--- src/design/crast_pkg.sv ---
// ----------------------------------------------------------------------------
// crast_pkg
// Shared types, constants and helper functions of the circle rasterizer.
// ----------------------------------------------------------------------------
package crast_pkg;

    // coordinate wrap width of emitted pixels
    localparam int COORD_BITS = 16;

    // iteration queue depth between front and back
    localparam int QUEUE_DEPTH = 2;
    localparam int QPTR_W      = $clog2(QUEUE_DEPTH);
    localparam int QCNT_W      = $clog2(QUEUE_DEPTH + 1);

    // pixel counts of one iteration
    localparam int THIN_PIXELS  = 4;
    localparam int THICK_PIXELS = 36;
    localparam int PIX_CNT_W    = 6;

    // working width of the error walk and pixel sums
    localparam int WALK_W = 18;

    // commands carried in s_tuser
    typedef enum logic {
        CMD_BEGIN   = 1'b0,
        CMD_ADVANCE = 1'b1
    } cmd_t;

    // configuration register indexes (paddr[2])
    typedef enum logic {
        REG_DRAW_COLOR  = 1'b0,
        REG_THICK_LINES = 1'b1
    } reg_idx_t;

    // one iteration handed from front to back
    typedef struct packed {
        logic signed [14:0] center_col;
        logic signed [14:0] center_row;
        logic signed [15:0] x_offset;
        logic signed [15:0] y_offset;
        logic               thick;
        logic               done;
    } iter_t;

    // neighbour column offsets, in emission order
    function automatic logic signed [1:0] nb_dx(input logic [2:0] j);
        logic signed [1:0] d;
        case (j)
            3'd0, 3'd1, 3'd2: d = -2'sd1;
            3'd3, 3'd4:       d = 2'sd0;
            default:          d = 2'sd1;
        endcase
        return d;
    endfunction

    // neighbour row offsets, in emission order
    function automatic logic signed [1:0] nb_dy(input logic [2:0] j);
        logic signed [1:0] d;
        case (j)
            3'd0, 3'd3, 3'd7: d = -2'sd1;
            3'd1, 3'd6:       d = 2'sd0;
            default:          d = 2'sd1;
        endcase
        return d;
    endfunction

    // wrap to COORD_BITS two's complement, then take 16 bits
    function automatic logic [15:0] coord_out(input logic signed [WALK_W-1:0] v);
        logic signed [31:0] s;
        s = 32'(v);
        s = (s <<< (32 - COORD_BITS)) >>> (32 - COORD_BITS);
        return s[15:0];
    endfunction

endpackage

--- src/design/crast_fifo.sv ---
// ----------------------------------------------------------------------------
// crast_fifo
// Short queue of iteration records between the walk front and pixel back.
// ----------------------------------------------------------------------------
module crast_fifo (
    input  logic             clk,
    input  logic             rst_n,
    input  logic             push,
    input  crast_pkg::iter_t push_data,
    input  logic             pop,
    output crast_pkg::iter_t pop_data,
    output logic             full,
    output logic             nonempty
);

    crast_pkg::iter_t                   mem_reg [crast_pkg::QUEUE_DEPTH];
    logic [crast_pkg::QPTR_W-1:0]       wr_ptr_reg, wr_ptr_next;
    logic [crast_pkg::QPTR_W-1:0]       rd_ptr_reg, rd_ptr_next;
    logic [crast_pkg::QCNT_W-1:0]       count_reg, count_next;

    localparam logic [crast_pkg::QCNT_W-1:0] DEPTH_C = crast_pkg::QCNT_W'(crast_pkg::QUEUE_DEPTH);
    localparam logic [crast_pkg::QPTR_W-1:0] LAST_C  = crast_pkg::QPTR_W'(crast_pkg::QUEUE_DEPTH - 1);

    assign full     = (count_reg == DEPTH_C);
    assign nonempty = (count_reg != '0);
    assign pop_data = mem_reg[rd_ptr_reg];

    // pointer and count update
    always_comb
    begin
        wr_ptr_next = wr_ptr_reg;
        rd_ptr_next = rd_ptr_reg;
        count_next  = count_reg;
        if (push)
        begin
            wr_ptr_next = (wr_ptr_reg == LAST_C) ? '0 : wr_ptr_reg + 1'b1;
        end
        if (pop)
        begin
            rd_ptr_next = (rd_ptr_reg == LAST_C) ? '0 : rd_ptr_reg + 1'b1;
        end
        if (push && !pop)
        begin
            count_next = count_reg + 1'b1;
        end
        else if (pop && !push)
        begin
            count_next = count_reg - 1'b1;
        end
    end

    always_ff @(posedge clk or negedge rst_n)
    begin
        if (!rst_n)
        begin
            wr_ptr_reg <= '0;
            rd_ptr_reg <= '0;
            count_reg  <= '0;
        end
        else
        begin
            wr_ptr_reg <= wr_ptr_next;
            rd_ptr_reg <= rd_ptr_next;
            count_reg  <= count_next;
        end
    end

    // storage
    always_ff @(posedge clk)
    begin
        if (push)
        begin
            mem_reg[wr_ptr_reg] <= push_data;
        end
    end

endmodule

--- src/design/crast_front.sv ---
// ----------------------------------------------------------------------------
// crast_front
// Command front: takes begin/advance commands, runs the error-term walk and
// queues one record per active advance.
// ----------------------------------------------------------------------------
module crast_front (
    input  logic               clk,
    input  logic               rst_n,
    input  logic               cmd_valid,
    output logic               cmd_ready,
    input  logic               command,
    input  logic signed [14:0] center_x,
    input  logic signed [14:0] center_y,
    input  logic        [13:0] radius_in,
    input  logic               thick_lines,
    input  logic               queue_full,
    output logic               push,
    output crast_pkg::iter_t   push_data
);

    localparam int W = crast_pkg::WALK_W;

    logic signed [14:0]  center_col_reg, center_col_next;
    logic signed [14:0]  center_row_reg, center_row_next;
    logic signed [15:0]  x_offset_reg, x_offset_next;
    logic signed [15:0]  y_offset_reg, y_offset_next;
    logic signed [W-1:0] error_reg, error_next;
    logic                active_reg, active_next;

    logic                accept;
    logic signed [W-1:0] xo, yo, yo1, xo1, e1, e2;
    logic                step_y, step_x;

    assign cmd_ready = !queue_full;
    assign accept    = cmd_valid && cmd_ready;
    assign push      = accept && (command == crast_pkg::CMD_ADVANCE) && active_reg;

    // one walk step: row first, then column
    always_comb
    begin
        xo     = W'(x_offset_reg);
        yo     = W'(y_offset_reg);
        step_y = (error_reg <= yo);
        yo1    = step_y ? yo + W'(1) : yo;
        e1     = step_y ? error_reg + (yo1 <<< 1) + W'(1) : error_reg;
        step_x = (error_reg > xo) || (e1 > yo1);
        xo1    = step_x ? xo + W'(1) : xo;
        e2     = step_x ? e1 + (xo1 <<< 1) + W'(1) : e1;
    end

    // queued record holds the offsets before the step
    always_comb
    begin
        push_data.center_col = center_col_reg;
        push_data.center_row = center_row_reg;
        push_data.x_offset   = x_offset_reg;
        push_data.y_offset   = y_offset_reg;
        push_data.thick      = thick_lines;
        push_data.done       = !xo1[W-1];
    end

    // walk state update
    always_comb
    begin
        center_col_next = center_col_reg;
        center_row_next = center_row_reg;
        x_offset_next   = x_offset_reg;
        y_offset_next   = y_offset_reg;
        error_next      = error_reg;
        active_next     = active_reg;
        if (accept && (command == crast_pkg::CMD_BEGIN))
        begin
            center_col_next = center_x;
            center_row_next = center_y;
            x_offset_next   = -$signed({2'b00, radius_in});
            y_offset_next   = '0;
            error_next      = W'(2) - $signed({3'b000, radius_in, 1'b0});
            active_next     = 1'b1;
        end
        else if (push)
        begin
            x_offset_next = xo1[15:0];
            y_offset_next = yo1[15:0];
            error_next    = e2;
            active_next   = xo1[W-1];
        end
    end

    always_ff @(posedge clk or negedge rst_n)
    begin
        if (!rst_n)
        begin
            center_col_reg <= '0;
            center_row_reg <= '0;
            x_offset_reg   <= '0;
            y_offset_reg   <= '0;
            error_reg      <= '0;
            active_reg     <= 1'b0;
        end
        else
        begin
            center_col_reg <= center_col_next;
            center_row_reg <= center_row_next;
            x_offset_reg   <= x_offset_next;
            y_offset_reg   <= y_offset_next;
            error_reg      <= error_next;
            active_reg     <= active_next;
        end
    end

endmodule

--- src/design/crast_back.sv ---
// ----------------------------------------------------------------------------
// crast_back
// Pixel back: expands one queued iteration into 4 or 36 pixels, one per
// cycle into the output register while out_ready does not hold it.
// ----------------------------------------------------------------------------
module crast_back (
    input  logic             clk,
    input  logic             rst_n,
    input  logic             queue_nonempty,
    input  crast_pkg::iter_t queue_data,
    output logic             pop,
    input  logic [7:0]       draw_color,
    output logic             out_valid,
    input  logic             out_ready,
    output logic [15:0]      pixel_x,
    output logic [15:0]      pixel_y,
    output logic [7:0]       pixel_color,
    output logic             last_of_step,
    output logic             circle_done
);

    localparam int W  = crast_pkg::WALK_W;
    localparam int CW = crast_pkg::PIX_CNT_W;
    localparam logic [CW-1:0] THIN_LAST  = CW'(crast_pkg::THIN_PIXELS - 1);
    localparam logic [CW-1:0] THICK_LAST = CW'(crast_pkg::THICK_PIXELS - 1);

    crast_pkg::iter_t    iter_reg;
    logic                busy_reg, busy_next;
    logic [CW-1:0]       cnt_reg, cnt_next;

    logic                out_valid_reg, out_valid_next;
    logic [15:0]         pixel_x_reg, pixel_y_reg;
    logic [7:0]          pixel_color_reg;
    logic                last_reg, done_reg;

    logic                load, last_pix, nb_phase;
    logic signed [W-1:0] xo, yo, bx, by, sx, sy;
    logic signed [1:0]   dx, dy;

    assign load     = busy_reg && (!out_valid_reg || out_ready);
    assign last_pix = (cnt_reg == (iter_reg.thick ? THICK_LAST : THIN_LAST));
    assign nb_phase = iter_reg.thick && !cnt_reg[5];
    assign pop      = queue_nonempty && (!busy_reg || (load && last_pix));

    // pick the point of this pixel
    always_comb
    begin
        xo = W'(iter_reg.x_offset);
        yo = W'(iter_reg.y_offset);
        dx = 2'sd0;
        dy = 2'sd0;
        if (nb_phase)
        begin
            bx = (cnt_reg[4:3] == 2'd0 || cnt_reg[4:3] == 2'd1) ? -xo : xo;
            by = (cnt_reg[4:3] == 2'd1 || cnt_reg[4:3] == 2'd2) ? -yo : yo;
            dx = crast_pkg::nb_dx(cnt_reg[2:0]);
            dy = crast_pkg::nb_dy(cnt_reg[2:0]);
        end
        else
        begin
            case (cnt_reg[1:0])
                2'd0:    begin bx = -xo; by = yo;  end
                2'd1:    begin bx = -yo; by = -xo; end
                2'd2:    begin bx = xo;  by = -yo; end
                default: begin bx = yo;  by = xo;  end
            endcase
        end
        sx = W'(iter_reg.center_col) + bx + W'(dx);
        sy = W'(iter_reg.center_row) + by + W'(dy);
    end

    // sequencing of the current iteration
    always_comb
    begin
        busy_next      = busy_reg;
        cnt_next       = cnt_reg;
        out_valid_next = out_valid_reg;
        if (load)
        begin
            out_valid_next = 1'b1;
        end
        else if (out_ready)
        begin
            out_valid_next = 1'b0;
        end
        if (pop)
        begin
            busy_next = 1'b1;
            cnt_next  = '0;
        end
        else if (load)
        begin
            if (last_pix)
            begin
                busy_next = 1'b0;
            end
            else
            begin
                cnt_next = cnt_reg + 1'b1;
            end
        end
    end

    always_ff @(posedge clk or negedge rst_n)
    begin
        if (!rst_n)
        begin
            busy_reg      <= 1'b0;
            cnt_reg       <= '0;
            out_valid_reg <= 1'b0;
        end
        else
        begin
            busy_reg      <= busy_next;
            cnt_reg       <= cnt_next;
            out_valid_reg <= out_valid_next;
        end
    end

    // iteration record and output payload
    always_ff @(posedge clk)
    begin
        if (pop)
        begin
            iter_reg <= queue_data;
        end
        if (load)
        begin
            pixel_x_reg     <= crast_pkg::coord_out(sx);
            pixel_y_reg     <= crast_pkg::coord_out(sy);
            pixel_color_reg <= draw_color;
            last_reg        <= last_pix;
            done_reg        <= last_pix && iter_reg.done;
        end
    end

    assign out_valid    = out_valid_reg;
    assign pixel_x      = pixel_x_reg;
    assign pixel_y      = pixel_y_reg;
    assign pixel_color  = pixel_color_reg;
    assign last_of_step = last_reg;
    assign circle_done  = done_reg;

endmodule

--- src/design/circle_rasterizer_unit.sv ---
// ----------------------------------------------------------------------------
// circle_rasterizer_unit
// Error-term circle walk over one quadrant, mirrored to four points.
// ----------------------------------------------------------------------------
// usage
//   s_* carries commands: s_tuser 0 begins a circle (center and radius from
//   s_tdata, no pixels), 1 advances one iteration of the walk.
//   m_* carries pixels: x, y and color in m_tdata, m_tlast on the last pixel
//   of an advance, m_tuser on the last pixel of the whole circle.
//   APB registers: 0x0 draw_color, 0x4 thick_lines; pready is always high.
// throughput
//   one pixel per cycle out of the output register while m_tready is
//   high: 4 pixels per thin advance, 36 per thick one.
//   a 2-entry iteration queue lets advances be taken while pixels drain.
// first pixel path
//   with the queue empty and the pixel expander idle, an advance goes
//   through the iteration queue and iteration register to the output register.
// reset
//   walk idle, queue empty, draw_color 15, thick_lines 0.
// stall
//   while m_tready is low the pixel holds; s_tready drops once the queue
//   is full.
// ----------------------------------------------------------------------------
module circle_rasterizer_unit (
    input  logic        clk,
    input  logic        rst_n,
    // command stream
    input  logic        s_tvalid,
    output logic        s_tready,
    input  logic [47:0] s_tdata,   // center_x[14:0], center_y[29:15], radius_in[43:30]
    input  logic        s_tuser,   // command
    // pixel stream
    output logic        m_tvalid,
    input  logic        m_tready,
    output logic [39:0] m_tdata,   // pixel_x[15:0], pixel_y[31:16], pixel_color[39:32]
    output logic        m_tlast,   // last_of_step
    output logic        m_tuser,   // circle_done
    // configuration
    input  logic        psel,
    input  logic        penable,
    input  logic        pwrite,
    input  logic [2:0]  paddr,
    input  logic [31:0] pwdata,
    output logic [31:0] prdata,
    output logic        pready
);

    logic [7:0]       draw_color_reg;
    logic             thick_lines_reg;
    logic             cfg_write;

    logic             push, pop, queue_full, queue_nonempty;
    crast_pkg::iter_t push_data, pop_data;
    logic [15:0]      pixel_x, pixel_y;
    logic [7:0]       pixel_color;

    // configuration registers
    assign pready    = 1'b1;
    assign cfg_write = psel && penable && pwrite && pready;

    always_ff @(posedge clk or negedge rst_n)
    begin
        if (!rst_n)
        begin
            draw_color_reg  <= 8'd15;
            thick_lines_reg <= 1'b0;
        end
        else if (cfg_write)
        begin
            case (crast_pkg::reg_idx_t'(paddr[2]))
                crast_pkg::REG_DRAW_COLOR:  draw_color_reg  <= pwdata[7:0];
                crast_pkg::REG_THICK_LINES: thick_lines_reg <= pwdata[0];
                default:                    draw_color_reg  <= draw_color_reg;
            endcase
        end
    end

    // register readback
    always_comb
    begin
        case (crast_pkg::reg_idx_t'(paddr[2]))
            crast_pkg::REG_DRAW_COLOR:  prdata = {24'd0, draw_color_reg};
            crast_pkg::REG_THICK_LINES: prdata = {31'd0, thick_lines_reg};
            default:                    prdata = '0;
        endcase
    end

    crast_front u_front (
        .clk         (clk),
        .rst_n       (rst_n),
        .cmd_valid   (s_tvalid),
        .cmd_ready   (s_tready),
        .command     (s_tuser),
        .center_x    (s_tdata[14:0]),
        .center_y    (s_tdata[29:15]),
        .radius_in   (s_tdata[43:30]),
        .thick_lines (thick_lines_reg),
        .queue_full  (queue_full),
        .push        (push),
        .push_data   (push_data)
    );

    crast_fifo u_fifo (
        .clk       (clk),
        .rst_n     (rst_n),
        .push      (push),
        .push_data (push_data),
        .pop       (pop),
        .pop_data  (pop_data),
        .full      (queue_full),
        .nonempty  (queue_nonempty)
    );

    crast_back u_back (
        .clk            (clk),
        .rst_n          (rst_n),
        .queue_nonempty (queue_nonempty),
        .queue_data     (pop_data),
        .pop            (pop),
        .draw_color     (draw_color_reg),
        .out_valid      (m_tvalid),
        .out_ready      (m_tready),
        .pixel_x        (pixel_x),
        .pixel_y        (pixel_y),
        .pixel_color    (pixel_color),
        .last_of_step   (m_tlast),
        .circle_done    (m_tuser)
    );

    assign m_tdata = {pixel_color, pixel_y, pixel_x};

endmodule

--- config.mk ---
export PLATFORM = sky130hd
export DESIGN_NAME = circle_rasterizer_unit
export DESIGN_NICKNAME = d
export VERILOG_FILES = /design/src/design/crast_pkg.sv /design/src/design/crast_fifo.sv /design/src/design/crast_front.sv /design/src/design/crast_back.sv /design/src/design/circle_rasterizer_unit.sv
export SDC_FILE = /design/constraint.sdc
export NUM_CORES = 1
export LEC_CHECK = 0
export ABC_AREA = 0
export BUFFER_PORTS_ARGS = -buffer_cell sky130_fd_sc_hd__buf_4
export CAP_MARGIN = 15
export CORE_MARGIN = 2
export CORE_UTILIZATION = 50
export CTS_BUF_LIST = sky130_fd_sc_hd__clkbuf_8
export DETAILED_ROUTE_END_ITERATION = 7
export GPL_TIMING_DRIVEN = 0
export PLACE_DENSITY = 0.71
export SLEW_MARGIN = 20
export SYNTH_ARGS = -nofsm -noshare
export SYNTH_HDL_FRONTEND = slang
export SYNTH_SLANG_ARGS = --single-unit
--- constraint.sdc ---
create_clock -name clk -period 16.75 [get_ports clk]
set_input_delay 3.35 -clock clk [delete_from_list [all_inputs] [get_ports clk]]
set_output_delay 3.35 -clock clk [all_outputs]
set_load 0.005 [all_outputs]
==> results.ini <==
[status]
status=complete, no violations

[floorplanning]
rows=74
die_h_um=208
die_w_um=208
core_mm2=0.0410
start_util_pct=51.0
ios=168
die_area_mm2=0.0435

[yosys]
ys.flop_type=edfxtp_1
synth_seq_cells=336
yosysMostFrequentCell=edfxtp_1
synth_area_leaders=edfxtp_1 (34%), dfrtp_1 (12%), ha_1 (7.8%), xnor2_1 (4.4%), nand2_1 (4.0%)
synthTopCellsByCount=edfxtp_1 (234), nand2_1 (225), inv_1 (177)
synth_edf_count=234
yosysUniqueCellTypes=76
synth_largest_area_cell=edfxtp_1
avgSynthCellArea_um2=10.1
yosys_warnings=0
yosys.area.top_type_share_pct=33.6
yosysSeqAreaShare_pct=45.8
synth_cells=2068
synth_area_mm2=0.0209
async_flop_share_pct=30.4

[clocking]
post_cts_buffers=0
cts.repair.resized=0
cts.reportedPaths.clkPinSlew_ns=0.07
htreeDepth=2
root_buffer=clkbuf_8
clock_sinks=336
cts_inserted_buffers=54
clockBufferDepth=3
worstSkewPairLatency_ns=0.65
holdBufCountCts=0
tritoncts=yes

[layout]
fin_nets=2524
largest_reg_flops=128
seqCellArea_mm2=0.00958
multi_input_area_mm2=0.0102
syn_to_final_growth_pct=13.4
design_area_mm2=0.0237
insertedDiodeCount=0
fillers=3524
final_util_pct=57.8
drive_above_1_share_pct=13.7

[power]
power.total_w=0.00501
swShare_pct=45.2
leakage_nw=9.86
power_density_mw_per_mm2=211
seqPwrFrac_pct=27.1
intPower_w=0.00274
p_clk_share_pct=12.9
netSwitchingPower_w=0.00226
comb_power_share_pct=60.0
ir_drop_uv=281

[drt]
drc=0
drt-total-wl_mm=58.2
drt_iter0_markers=1430
drtAntennaViolNets=0
dr.pass1.iters=6
num_vias=16300
avgViaCountPerCell=5.74
routedWlPerCell_um=20.4

[global_route]
grt_start_max_net_pins=54
grt_first_pass_wirelength_mm=89.8
grt_pass1_vias=15800
grt-ovfl-total=0
grt_antenna_before_repair=0
grt_usage_pct=26.7

[timing]
rsz0062_at_grt=no
max_slew_margin_pct=31.0
report.final.slew_viol_count=0
hold_viol_final=0
tightestPinTransition_ns=1.03
skew_ns=0.0441
fin_crit_ns=13.20
fin_crit_sh_pct=78.8
fmax_mhz=75.7
hold_ws_ns=0.458
finalSetupViolCount=0
fin_setup_tns_ns=0

[setup_path]
crit_path_frequent_cell=o21ai_0
cp-end-kind=flip-flop
worstPathMaxFanout=10
crit_arrival_ns=13.75
slowest_delay_ns=0.62
rr_worst_depth=48
required_ns=17.30
crit_type=flip-flop to flip-flop
cp-start-kind=flip-flop
worst_path_max_delay_cell=clkbuf_1

[placed_design]
postPlaceCellArea_mm2=0.0227
hpwl_mm=43.8
routabilityCongestion=0.971
io_buffers=109

[flow_run]
maxCapViolations=0

[hold_path]
hp-class=flip-flop to flip-flop
min_path_cells=0

stage by stage:
stage | setup slack [ns] | cells
floorplan | 6.98 | 2091
global placement | 4.04 | 2732
detailed placement | 3.92 | 2744
CTS | 3.88 | 2846
global route | 2.53 | 2846
finish | 3.55 | 2846
metal layers:
metal | up-vias | GRT usage [%] | routed length (um) | share of wire (%)
met5 | - | 0 | 0 | 0
met4 | 0 | 13.2 | 2960 | 5.1
met3 | 146 | 3.65 | 3580 | 6.2
met2 | 606 | 42.8 | 26700 | 46
met1 | 7867 | 35.9 | 24900 | 43
li1 | 7723 | - | - | -
layout make-up:
| class | count | area share (%) |
|---|---|---|
| plain buffers | 124 | 2.41 |
| clock buffers | 57 | 3.31 |
| clock inverters | 45 | 0.887 |
| inverters | 178 | 2.82 |
| multi-input cells | 1453 | 43.0 |
| flip-flops and latches | 336 | 40.4 |
| well taps | 532 | 2.81 |
| repair buffers | 121 | 4.34 |
cell families after synthesis:
family,count (synthesis),share of synthesized area (%)
fa+ha+maj,165,11.1
other cells,2,0.0359
buf+inv,302,5.91
mux,90,4.75
flops,336,45.8
xor+xnor,144,6.03
simple gates,576,13.1
compound gates,453,13.2
path summary, 6_finish.rpt:
kind / startpoint / end / slack [ns]
max in group asynchronous: rst_n / draw_color_reg[0] / 13.29
max: u_front.y_offset_reg[15] / u_front.error_reg[14] / 3.55
max reg2reg: u_front.y_offset_reg[15] / u_front.error_reg[14] / 3.55
min: draw_color_reg[7] / u_back.pixel_color[7] / 0.46
min reg2reg: draw_color_reg[7] / u_back.pixel_color[7] / 0.46
min in group asynchronous: rst_n / u_front.center_row_reg[4] / 2.68
layout by cell type, fill, tap and decap left out, types with 32 or more instances in the layout:
cell	Yosys	routed
nand2_1	225	225
dfrtp_1	98	98
fa_1	34	34
nor2_1	104	103
clkbuf_1	84	83
ha_1	131	131
edfxtp_1	234	234
nand3_1	32	32
nor3_1	64	64
buf_4	25	137
o21ai_0	136	136
clkbuf_8	0	57
inv_1	177	212
a21oi_1	134	134
xnor2_1	106	106
mux2_2	74	74
xor2_1	38	38
power groups by stage:
stage	Combinational (W)	Clock [W]	Sequential, W
2_1_floorplan	0.00213	0	0.00131
3_3_place_gp	0.00288	0	0.00137
3_5_place_dp	0.00296	0	0.00137
4_1_cts	0.00298	0.000662	0.00136
5_1_grt	0.00335	0.000701	0.00138
6_report	0.00300	0.000644	0.00136
critical path, delay by kind of cell (launching register included):
family	cells	cell delay (ns)
xor gates and xnor gates	3	0.53
DFF	1	0.46
adders and majority gates	4	1.47
and+or+nand+nor	10	1.86
muxes	1	0.39
AOI/OAI and AO/OA	23	6.01
buffers and inverters	7	2.40
No activity file was read; power rests on OpenSTA's default activity.
